$ cat config.mk
export PLATFORM = sky130hd
export DESIGN_NAME = dnsq_ctrl
export DESIGN_NICKNAME = d
export VERILOG_FILES = /design/src/design/dnsq_pkg.sv /design/src/design/dnsq_ctrl.sv
export SDC_FILE = /design/constraint.sdc
export NUM_CORES = 1
export LEC_CHECK = 0
export BUFFER_PORTS_ARGS = -buffer_cell sky130_fd_sc_hd__buf_2
export CORE_AREA = 3 3 40 42
export CTS_CLUSTER_DIAMETER = 60
export CTS_CLUSTER_SIZE = 12
export DETAILED_ROUTE_END_ITERATION = 6
export DIE_AREA = 0 0 43 45
export PLACE_DENSITY = 0.64
export SYNTH_ARGS = -nofsm -noshare
export SYNTH_HDL_FRONTEND = slang
export SYNTH_SLANG_ARGS = --single-unit
$ cat constraint.sdc
create_clock -name clk -period 1.7 [get_ports clk]
set_input_delay 0.17 -clock clk [delete_from_list [all_inputs] [get_ports clk]]
set_output_delay 0.17 -clock clk [all_outputs]
set_load 0.02 [all_outputs]
$ cat src/design/dnsq_pkg.sv
package dnsq_pkg;

  // Item kinds carried on in_tuser
  localparam logic [1:0] ACT_MSG  = 2'd0;
  localparam logic [1:0] ACT_ADD  = 2'd1;
  localparam logic [1:0] ACT_REM  = 2'd2;
  localparam logic [1:0] ACT_NONE = 2'd3;

  localparam logic [3:0] HDR_BYTES = 4'd12;
  localparam logic [7:0] DOT_CHAR  = 8'h2e;

  typedef enum logic [3:0] {
    ST_MATCH    = 4'd0,
    ST_NOMATCH  = 4'd1,
    ST_NOTQUERY = 4'd2,
    ST_SHORT    = 4'd3,
    ST_BADNAME  = 4'd4,
    ST_ADDED    = 4'd5,
    ST_UPDATED  = 4'd6,
    ST_FULL     = 4'd7,
    ST_REMOVED  = 4'd8,
    ST_ABSENT   = 4'd9
  } stat_t;

  typedef enum logic [2:0] {
    PH_HEADER, PH_LEN, PH_LABEL, PH_DONE, PH_BAD, PH_ADD, PH_REMOVE
  } phase_t;

  typedef enum logic [3:0] {
    S_IDLE, S_EVAL, S_LEN_RD, S_LEN_CHK, S_CMP_RD, S_CMP_CHK, S_DECIDE,
    S_ADDR_CHK, S_RM_MV, S_CP_RD, S_CP_WR, S_EMIT
  } state_t;

  typedef struct packed {
    state_t op;
    logic   in_ready;
  } cmd_t;

  typedef struct packed {
    logic       item_done;
    logic [1:0] kind;
    logic       early;
    logic       walk_end;
    logic       len_eq;
    logic       nlen_zero;
    logic       cmp_eq;
    logic       k_last;
    logic       hit;
    logic       full;
    logic       tail_is_hit;
    logic       cp_last;
    logic       out_free;
  } sts_t;

  function automatic logic [7:0] fold(input logic [7:0] c);
    fold = (c >= 8'h41 && c <= 8'h5a) ? (c + 8'd32) : c;
  endfunction

endpackage

$ cat src/design/dnsq_ctrl.sv
module dnsq_ctrl
  import dnsq_pkg::*;
(
  input  logic clk,
  input  logic rst_n,
  input  sts_t sts,
  output cmd_t cmd
);
  state_t state_r, state_nxt;

  always_ff @(posedge clk) begin
    if (!rst_n) begin
      state_r <= S_IDLE;
    end else begin
      state_r <= state_nxt;
    end
  end

  always_comb begin
    state_nxt    = state_r;
    cmd.op       = state_r;
    cmd.in_ready = (state_r == S_IDLE);
    unique case (state_r)
      S_IDLE:     if (sts.item_done) state_nxt = S_EVAL;
      S_EVAL:     state_nxt = sts.early ? S_EMIT : S_LEN_RD;
      S_LEN_RD:   state_nxt = sts.walk_end ? S_DECIDE : S_LEN_CHK;
      S_LEN_CHK: begin
        if (!sts.len_eq) state_nxt = S_LEN_RD;
        else state_nxt = sts.nlen_zero ? S_DECIDE : S_CMP_RD;
      end
      S_CMP_RD:   state_nxt = S_CMP_CHK;
      S_CMP_CHK: begin
        if (!sts.cmp_eq) state_nxt = S_LEN_RD;
        else state_nxt = sts.k_last ? S_DECIDE : S_CMP_RD;
      end
      S_DECIDE: begin
        unique case (sts.kind)
          ACT_MSG: state_nxt = sts.hit ? S_ADDR_CHK : S_EMIT;
          ACT_ADD: state_nxt = (sts.hit || sts.full) ? S_EMIT : S_CP_RD;
          default: state_nxt = (!sts.hit || sts.tail_is_hit) ? S_EMIT : S_RM_MV;
        endcase
      end
      S_ADDR_CHK: state_nxt = S_EMIT;
      S_RM_MV:    state_nxt = S_CP_RD;
      S_CP_RD:    state_nxt = S_CP_WR;
      S_CP_WR:    state_nxt = sts.cp_last ? S_EMIT : S_CP_RD;
      S_EMIT:     if (sts.out_free) state_nxt = S_IDLE;
      default:    state_nxt = S_IDLE;
    endcase
  end
endmodule

==> results of run 1 <==
path summary, 6_finish.rpt:
check | start | to | slack, ps | cells past startpoint
setup / recovery | state_r[2] | cmd[0] | 270 | 3
hold reg to reg | state_r[2] | state_r[1] | 620 | 3
hold / removal | rst_n | state_r[3] | 150 | 2
setup reg to reg | state_r[3] | state_r[1] | 300 | 4
area by class of cell:
type	count	area, sq um	share of cell area
Clock buffer	3	22.5	0.0413
Timing Repair Buffer	23	123	0.225
Multi-Input combinational cell	39	274	0.502
Tap cell	15	18.8	0.0344
Inverter	4	27.5	0.0505
Sequential cell	4	80.1	0.147
placed cells by master, fill, tap and decap left out, types with 2 or more instances in the layout:
| cell | instances |
|---|---|
| a21oi_1 | 4 |
| a31oi_1 | 3 |
| buf_2 | 20 |
| buf_4 | 3 |
| clkbuf_4 | 3 |
| dfxtp_1 | 4 |
| inv_1 | 3 |
| nand2_1 | 3 |
| nor2_1 | 6 |
| o21a_1 | 3 |
| o21ai_0 | 2 |
worst max-delay path, stage by stage, from the launching register on:
cell and delay [ps]:
dfxtp_1 330, buf_4 180, nor4_2 290, buf_2 210
power by group:
part | leakage, nW | internal, W | switching (W) | total (W)
clock network | 0.0138 | 0.0000797 | 0.0000491 | 0.000129
registers | 0.0329 | 0.000123 | 0.0000639 | 0.000187
logic | 0.186 | 0.000184 | 0.000226 | 0.000409
per-layer routing:
metal	share of wire	wire length (um)	vias up	global-route usage
li1	-	-	234	-
met1	0.42	448	202	0.139
met5	0	0	-	0
met3	0.059	63	2	0.0279
met2	0.51	539	13	0.201
met4	0.0075	8	0	0.0723
through the flow:
step	cell area, sq um	cells	util
finish	546	88	0.425
floorplan	427	51	-
global route	546	88	0.425
CTS	546	88	0.425
global placement	523	85	0.407
detailed placement	523	85	0.407
logic make-up (layout without fill, tap and decap cells):
group | Yosys count | in the layout | synth area share
mux | 1 | 1 | 0.0264
buf+inv | 8 | 30 | 0.170
flops | 4 | 4 | 0.188
simple gates | 20 | 20 | 0.317
compound gates | 18 | 18 | 0.299
==> impl_metrics.tcl, run 1 <==
set metrics [dict create \
    hold_viol 0 \
    netlist_area_sq_um 427 \
    drive_gt1_frac 0.466 \
    crit_required_ps 1530 \
    yosysMostFrequentCell "nor2_1" \
    timing.final.ws_setup_ps 273 \
    synth_edf_count 0 \
    hp-class "in2reg" \
    post-route-drc-count 0 \
    dieArea_sq_mm 0.00194 \
    ys_types 28 \
    start_util 0.332 \
    die_w_um 43 \
    crit_path_start_kind "register" \
    setup_tns_ps 0 \
    clock_latency_ps 240 \
    endpoint_kind "output port" \
    dr.pass1.iters 3 \
    period_needed_ps 1430 \
    top_register "state_r" \
    syn-mean-instance-area_sq_um 8.37 \
    critPathMaxFanout 10 \
    fin_crit_sh 0.839 \
    synth-seq-area-share 0.188 \
    grt_overflow 0 \
    cts_root_buf "clkbuf_4" \
    cap_violations 0 \
    vias 451 \
    syn-num-nets 67 \
    clk_pin_slew_worst_paths_ps 40 \
    ys_ff_latch 4 \
    post_cts_buffers 0 \
    reg_top3 "state_r (4)" \
    route.final.wire_length_um 1060 \
    io_buffers 20 \
    via_per_inst 5.13 \
    place_hpwl_um 857 \
    ios 21 \
    core_area_sq_mm 0.00128 \
    largest_register_ffs 4 \
    p_leak_nw 0.233 \
    power_w 0.000725 \
    n_antenna_cell 0 \
    fillers 139 \
    ctsHoldBuffers 0 \
    status "complete, no violations" \
    numCtsBuffers 3 \
    synth_top_area_share 0.188 \
    cts_resized 0 \
    peakVddDrop_mv 0.409 \
    worstMarginPinSlew_ps 562 \
    rsz0062_at_grt "false" \
    synthTopCellsByArea "dfxtp_1 19%, buf_6 11%, nor2_1 5.3%, o21a_1 5.3%, a21oi_1 4.7%" \
    whs_ps 151 \
    rows 13 \
    crit_type "reg2out" \
    ant_nets 0 \
    grt_first_pass_wirelength_um 1700 \
    ys_warn_count 0 \
    cts_tree "done" \
    die_h_um 45 \
    synth_ff_type "dfxtp_1" \
    preCtsSetupSlack_ps 316 \
    syn_inst 51 \
    skew_ps 1.11 \
    synthArstFlopShare 0 \
    grt_max_degree 12 \
    relSlewSlack 0.625 \
    power.density_mw_per_mm2 1330 \
    nets 91 \
    htreeDepth 1 \
    clock-sinks 4 \
    antenna_found_initial 0 \
    gp_congestion 0.746 \
    grt_pass1_vias 402 \
    synthTopCellsByCount "6 x nor2_1, 4 x a21oi_1, 4 x buf_6, 4 x dfxtp_1" \
    fmax_mhz 701 \
    first_iter_violations 1 \
    synth_top_cell_by_area "dfxtp_1" \
    cp_data_arrival_time_ps 1260 \
    cts.path.max_buffers 2 \
    slew_viol_final 0 \
    post_drt_wl_per_cell_um 12.0 \
    setup_viol 0 \
    areaGrowthSynthToFinish_pct 27.9 \
    track_usage 0.120 \
]
Power figures use the tool's default switching activity.
==> inputs of run 2 (changes only) <==
==> constraint.sdc (replaced) <==
create_clock -name clk -period 1.36 [get_ports clk]
set_input_delay 0.136 -clock clk [delete_from_list [all_inputs] [get_ports clk]]
set_output_delay 0.136 -clock clk [all_outputs]
set_load 0.02 [all_outputs]
==> run 2 against run 1 <==
Hold slack worse by 38 ps. Via count is 4.7% higher. Register-to-register slack worse by 200 ps. Sequential share of layout area is 0.48 points lower. Clock-buffer cell count stayed put. Clock skew hardly changed. Cell count is 6.8% higher. Clock power is 20% higher.
==> impl_metrics.tcl, run 2 (synthesis results as in run 1) <==
set metrics [dict create \
    status "complete, no violations" \
    start_util 0.332 \
    hold_viol 0 \
    power.density_mw_per_mm2 1680 \
    period_needed_ps 1310 \
    vias 472 \
    reg2reg_to "state_r[1]" \
    holdPathEnd "state_r[3]" \
    ant_nets 0 \
    core_area_sq_mm 0.00128 \
    hp-start "rst_n" \
    largest_register_ffs 4 \
    clk_pin_slew_worst_paths_ps 40 \
    power_w 0.00103 \
    hp-class "in2reg" \
    reg_top3 "state_r (4)" \
    fmax_mhz 763 \
    r2r_slack_ps 100 \
    crit_type "reg2out" \
    p_leak_nw 0.273 \
    die_h_um 45 \
    ios 21 \
    areaGrowthSynthToFinish_pct 44.6 \
    clock_latency_ps 240 \
    nets 97 \
    cts_tree "done" \
    timing.final.ws_setup_ps 49.6 \
    numCtsBuffers 3 \
    min_path_cells 2 \
    relSlewSlack 0.838 \
    io_buffers 20 \
    crit_path_start_kind "register" \
    dr.pass1.iters 4 \
    layout.cells.most_common "buf_2" \
    most-common-layout-cells "19 x buf_2, 9 x buf_4, 6 x nor2_1" \
    htreeDepth 1 \
    fillers 133 \
    fin_crit_sh 0.964 \
    via_per_inst 5.02 \
    first_iter_violations 10 \
    crit_required_ps 1220 \
    clock-sinks 4 \
    gp_congestion 0.789 \
    post-route-drc-count 0 \
    track_usage 0.124 \
    grt_first_pass_wirelength_um 1770 \
    rr_worst_depth 3 \
    whs_ps 113 \
    top_register "state_r" \
    preCtsSetupSlack_ps 107 \
    rsz0062_at_grt "false" \
    place_hpwl_um 868 \
    die_w_um 43 \
    skew_ps 1.33 \
    grt_max_degree 11 \
    setup_viol 0 \
    cts.path.max_buffers 2 \
    rows 13 \
    critPathMaxFanout 4 \
    grt_pass1_vias 437 \
    postLayoutCoreUtil 0.480 \
    post_drt_wl_per_cell_um 11.6 \
    setup_tns_ps 0 \
    slew_viol_final 0 \
    endpoint_kind "output port" \
    worstMarginPinSlew_ps 240 \
    n_antenna_cell 0 \
    rr_startpoint "state_r[1]" \
    drive_gt1_frac 0.557 \
    antenna_found_initial 0 \
    cts_root_buf "clkbuf_4" \
    route.final.wire_length_um 1090 \
    cap_violations 0 \
    dieArea_sq_mm 0.00194 \
    peakVddDrop_mv 0.516 \
    grt_overflow 0 \
    cp_data_arrival_time_ps 1170 \
]
## run 2: cell types whose count changed in the layout (fill, tap and decap cells not counted), sizes merged
cell  delta
buf      +6
## run 2: layout make-up
cell class              count  area (sq um)  area share
multi-input cells          39           283       0.458
repair buffers             29           178       0.288
flip-flops and latches      4          87.6       0.142
inverters                   4          27.5      0.0446
clock buffers               3          22.5      0.0365
well taps                  15          18.8      0.0304
## run 2: where the power goes
| part | leakage [nW] | switching, W | total [W] | internal [W] |
|---|---|---|---|---|
| clock | 0.0138 | 0.0000562 | 0.000155 | 0.0000992 |
| combinational | 0.224 | 0.000311 | 0.000633 | 0.000322 |
| sequential | 0.0347 | 0.0000815 | 0.000246 | 0.000165 |
## run 2: worst max path at each step
| stage | start | end | slack, ps | cells past startpoint |
|---|---|---|---|---|
| 3_3_place_gp | state_r[0] | state_r[0] | 110 | 5 |
| 3_5_place_dp | state_r[1] | state_r[1] | 110 | 3 |
| 2_1_floorplan | state_r[1] | state_r[0] | -5 | 5 |
| 5_1_grt | state_r[3] | cmd[0] | 0.3 | 3 |
| 6_report | state_r[3] | cmd[0] | 50 | 3 |
| 4_1_cts | state_r[0] | cmd[0] | 30 | 3 |
## run 2: metrics by stage
step	area, sq um	cells
after CTS	577	90
final	617	94
after global placement	551	87
after floorplan	439	51
after detailed placement	551	87
after global routing	617	94
## run 2: metal layers
| layer | routed length (um) | track usage | part of all wire |
|---|---|---|---|
| met3 | 79 | 0.0279 | 0.073 |
| met2 | 500 | 0.204 | 0.46 |
| met5 | 0 | 0 | 0 |
| met1 | 486 | 0.142 | 0.45 |
| met4 | 23 | 0.0904 | 0.021 |
## run 2: repair_timing
item	CTS	global route
endpoints found under the setup margin	1	1
hold buffers	0	0
setup buffers	0	4
gates resized for setup	2	3
cloned	0	0
endpoints found under the hold margin	0	0
pin swaps	0	1
## run 2: critical path: stages, from the launching register on
cell and delay [ps]:
dfxtp_4 360, buf_8 130, nor4_4 260, buf_4 180
==> inputs of run 3 (changes only) <==
--- a/config.mk
+++ b/config.mk
@@ -5,7 +5,7 @@
 export SDC_FILE = /design/constraint.sdc
 export NUM_CORES = 1
 export LEC_CHECK = 0
-export BUFFER_PORTS_ARGS = -buffer_cell sky130_fd_sc_hd__buf_2
+export BUFFER_PORTS_ARGS = -buffer_cell sky130_fd_sc_hd__buf_4
 export CORE_AREA = 3 3 40 42
 export CTS_CLUSTER_DIAMETER = 60
 export CTS_CLUSTER_SIZE = 12
==> run 3 against run 2 <==
Wire length up 6.2%. Combinational power rose by 6.3%. Cell count fell by 2.1%. Setup slack lost 17 ps. First-iteration DRC count is the same. Via count rose by 6.1%. Sequential power decreased by 7%. Non-clock buffer count is 2 lower. Highest routed layer unchanged. Clock-buffer cell count stayed put. Fmax fell by 1.3%.
==> impl_metrics.tcl, run 3 (synthesis results as in run 1) <==
set metrics [dict create \
    min_path_cells 2 \
    crit_required_ps 1220 \
    post_drt_wl_per_cell_um 12.6 \
    relSlewSlack 0.804 \
    power_w 0.00105 \
    core_area_sq_mm 0.00128 \
    reg_top3 "state_r (4)" \
    nets 95 \
    skew_ps 1.39 \
    n_antenna_cell 0 \
    whs_ps 129 \
    rr_worst_depth 4 \
    areaGrowthSynthToFinish_pct 52.2 \
    slowest_stage "dfxtp_4" \
    ios 21 \
    r2r_slack_ps 100 \
    grt_overflow 0 \
    cts_root_buf "clkbuf_4" \
    start_util 0.332 \
    fmax_mhz 753 \
    vias 501 \
    cap_violations 0 \
    grt_max_degree 11 \
    die_w_um 43 \
    cp_cell_sequence "buf_8 -> nor4_4 -> buf_4" \
    place_hpwl_um 948 \
    setup_viol 0 \
    htreeDepth 1 \
    slew_viol_final 0 \
    hp-class "in2reg" \
    antenna_found_initial 0 \
    power.density_mw_per_mm2 1610 \
    critPathMaxFanout 5 \
    period_needed_ps 1330 \
    cp_data_arrival_time_ps 1190 \
    drive_gt1_frac 0.545 \
    layout.cells.most_common "buf_4" \
    path_delay_family "flip-flops" \
    fin_crit_sh 0.976 \
    crit_type "reg2out" \
    hp-start "rst_n" \
    gp_congestion 0.766 \
    postPlaceCellArea_sq_um 601 \
    holdPathEnd "state_r[3]" \
    clock-sinks 4 \
    worstMarginPinSlew_ps 293 \
    rows 13 \
    peakVddDrop_mv 0.643 \
    largest_register_ffs 4 \
    ant_nets 0 \
    dr.pass1.iters 4 \
    crit_buf_inv 2 \
    grt_pass1_vias 479 \
    post-route-cell-area_sq_um 649 \
    most-common-layout-cells "26 x buf_4, 6 x nor2_1, 4 x a21oi_1" \
    ctsHoldBuffers 0 \
    cts_tree "done" \
    cts.path.max_buffers 2 \
    p_leak_nw 0.276 \
    route.final.wire_length_um 1160 \
    clock_latency_ps 230 \
    status "complete, no violations" \
    numCtsBuffers 3 \
    via_per_inst 5.45 \
    crit_path_start_kind "register" \
    reg2reg_to "state_r[1]" \
    grt_first_pass_wirelength_um 2070 \
    track_usage 0.145 \
    critPathMaxStageDelay_ps 360 \
    top_register "state_r" \
    rr_startpoint "state_r[3]" \
    rsz0062_at_grt "true" \
    post-route-drc-count 0 \
    first_iter_violations 10 \
    io_buffers 20 \
    die_h_um 45 \
    dieArea_sq_mm 0.00194 \
    endpoint_kind "output port" \
    clk_pin_slew_worst_paths_ps 30 \
    hold_viol 0 \
]
[run 3: cell types whose count changed in the layout (fill, tap and decap cells not counted)]
cell / previous run / this run
buf_2: 19 / 0
buf_4: 9 / 26
[run 3: how the worst max path moves through the flow]
stage | startpoint | endpoint | slack, ps | depth (start not counted)
floorplan | state_r[1] | state_r[0] | -5 | 5
global placement | state_r[1] | state_r[1] | 120 | 3
detailed placement | state_r[0] | state_r[0] | 130 | 5
CTS | state_r[0] | cmd[0] | 30 | 3
global route | state_r[3] | cmd[0] | -20 | 3
finish | state_r[3] | cmd[0] | 30 | 3
[run 3: report_power, final]
group / switching [W] / internal, W / total, W
combinational: 0.000336 / 0.000337 / 0.000673
clock: 0.0000457 / 0.0000985 / 0.000144
sequential: 0.0000649 / 0.000165 / 0.000230
[run 3: routing by layer]
layer	vias up	track usage	wire [um]
li1	243	-	-
met1	228	0.178	483
met2	24	0.234	534
met3	6	0.0518	101
met4	0	0.0542	37
met5	-	0	0
[run 3: repair_timing]
action / in CTS / in global routing
pin swaps: 0 / 1
gates resized for setup: 1 / 3
buffers inserted: 0 / 2
endpoints found under the setup margin: 1 / 1
[run 3: stage by stage]
step / setup TNS, ps / worst slack (ps) / utilization / cells
2_1_floorplan: -5.14 / -5.14 / - / 51
3_3_place_gp: 0 / 121 / 0.467 / 87
3_5_place_dp: 0 / 127 / 0.467 / 87
4_1_cts: 0 / 25.5 / 0.486 / 90
5_1_grt: -20.0 / -20.0 / 0.505 / 92
6_report: 0 / 32.7 / 0.505 / 92
[run 3: final cells by class]
class                      instances  area (sq um)
clock buffer                       3          22.5
fill                             137           636
inverter                           4          27.5
multi-input combinational         39           283
sequential                         4          87.6
tap                               15          18.8
timing repair buffer              27           210
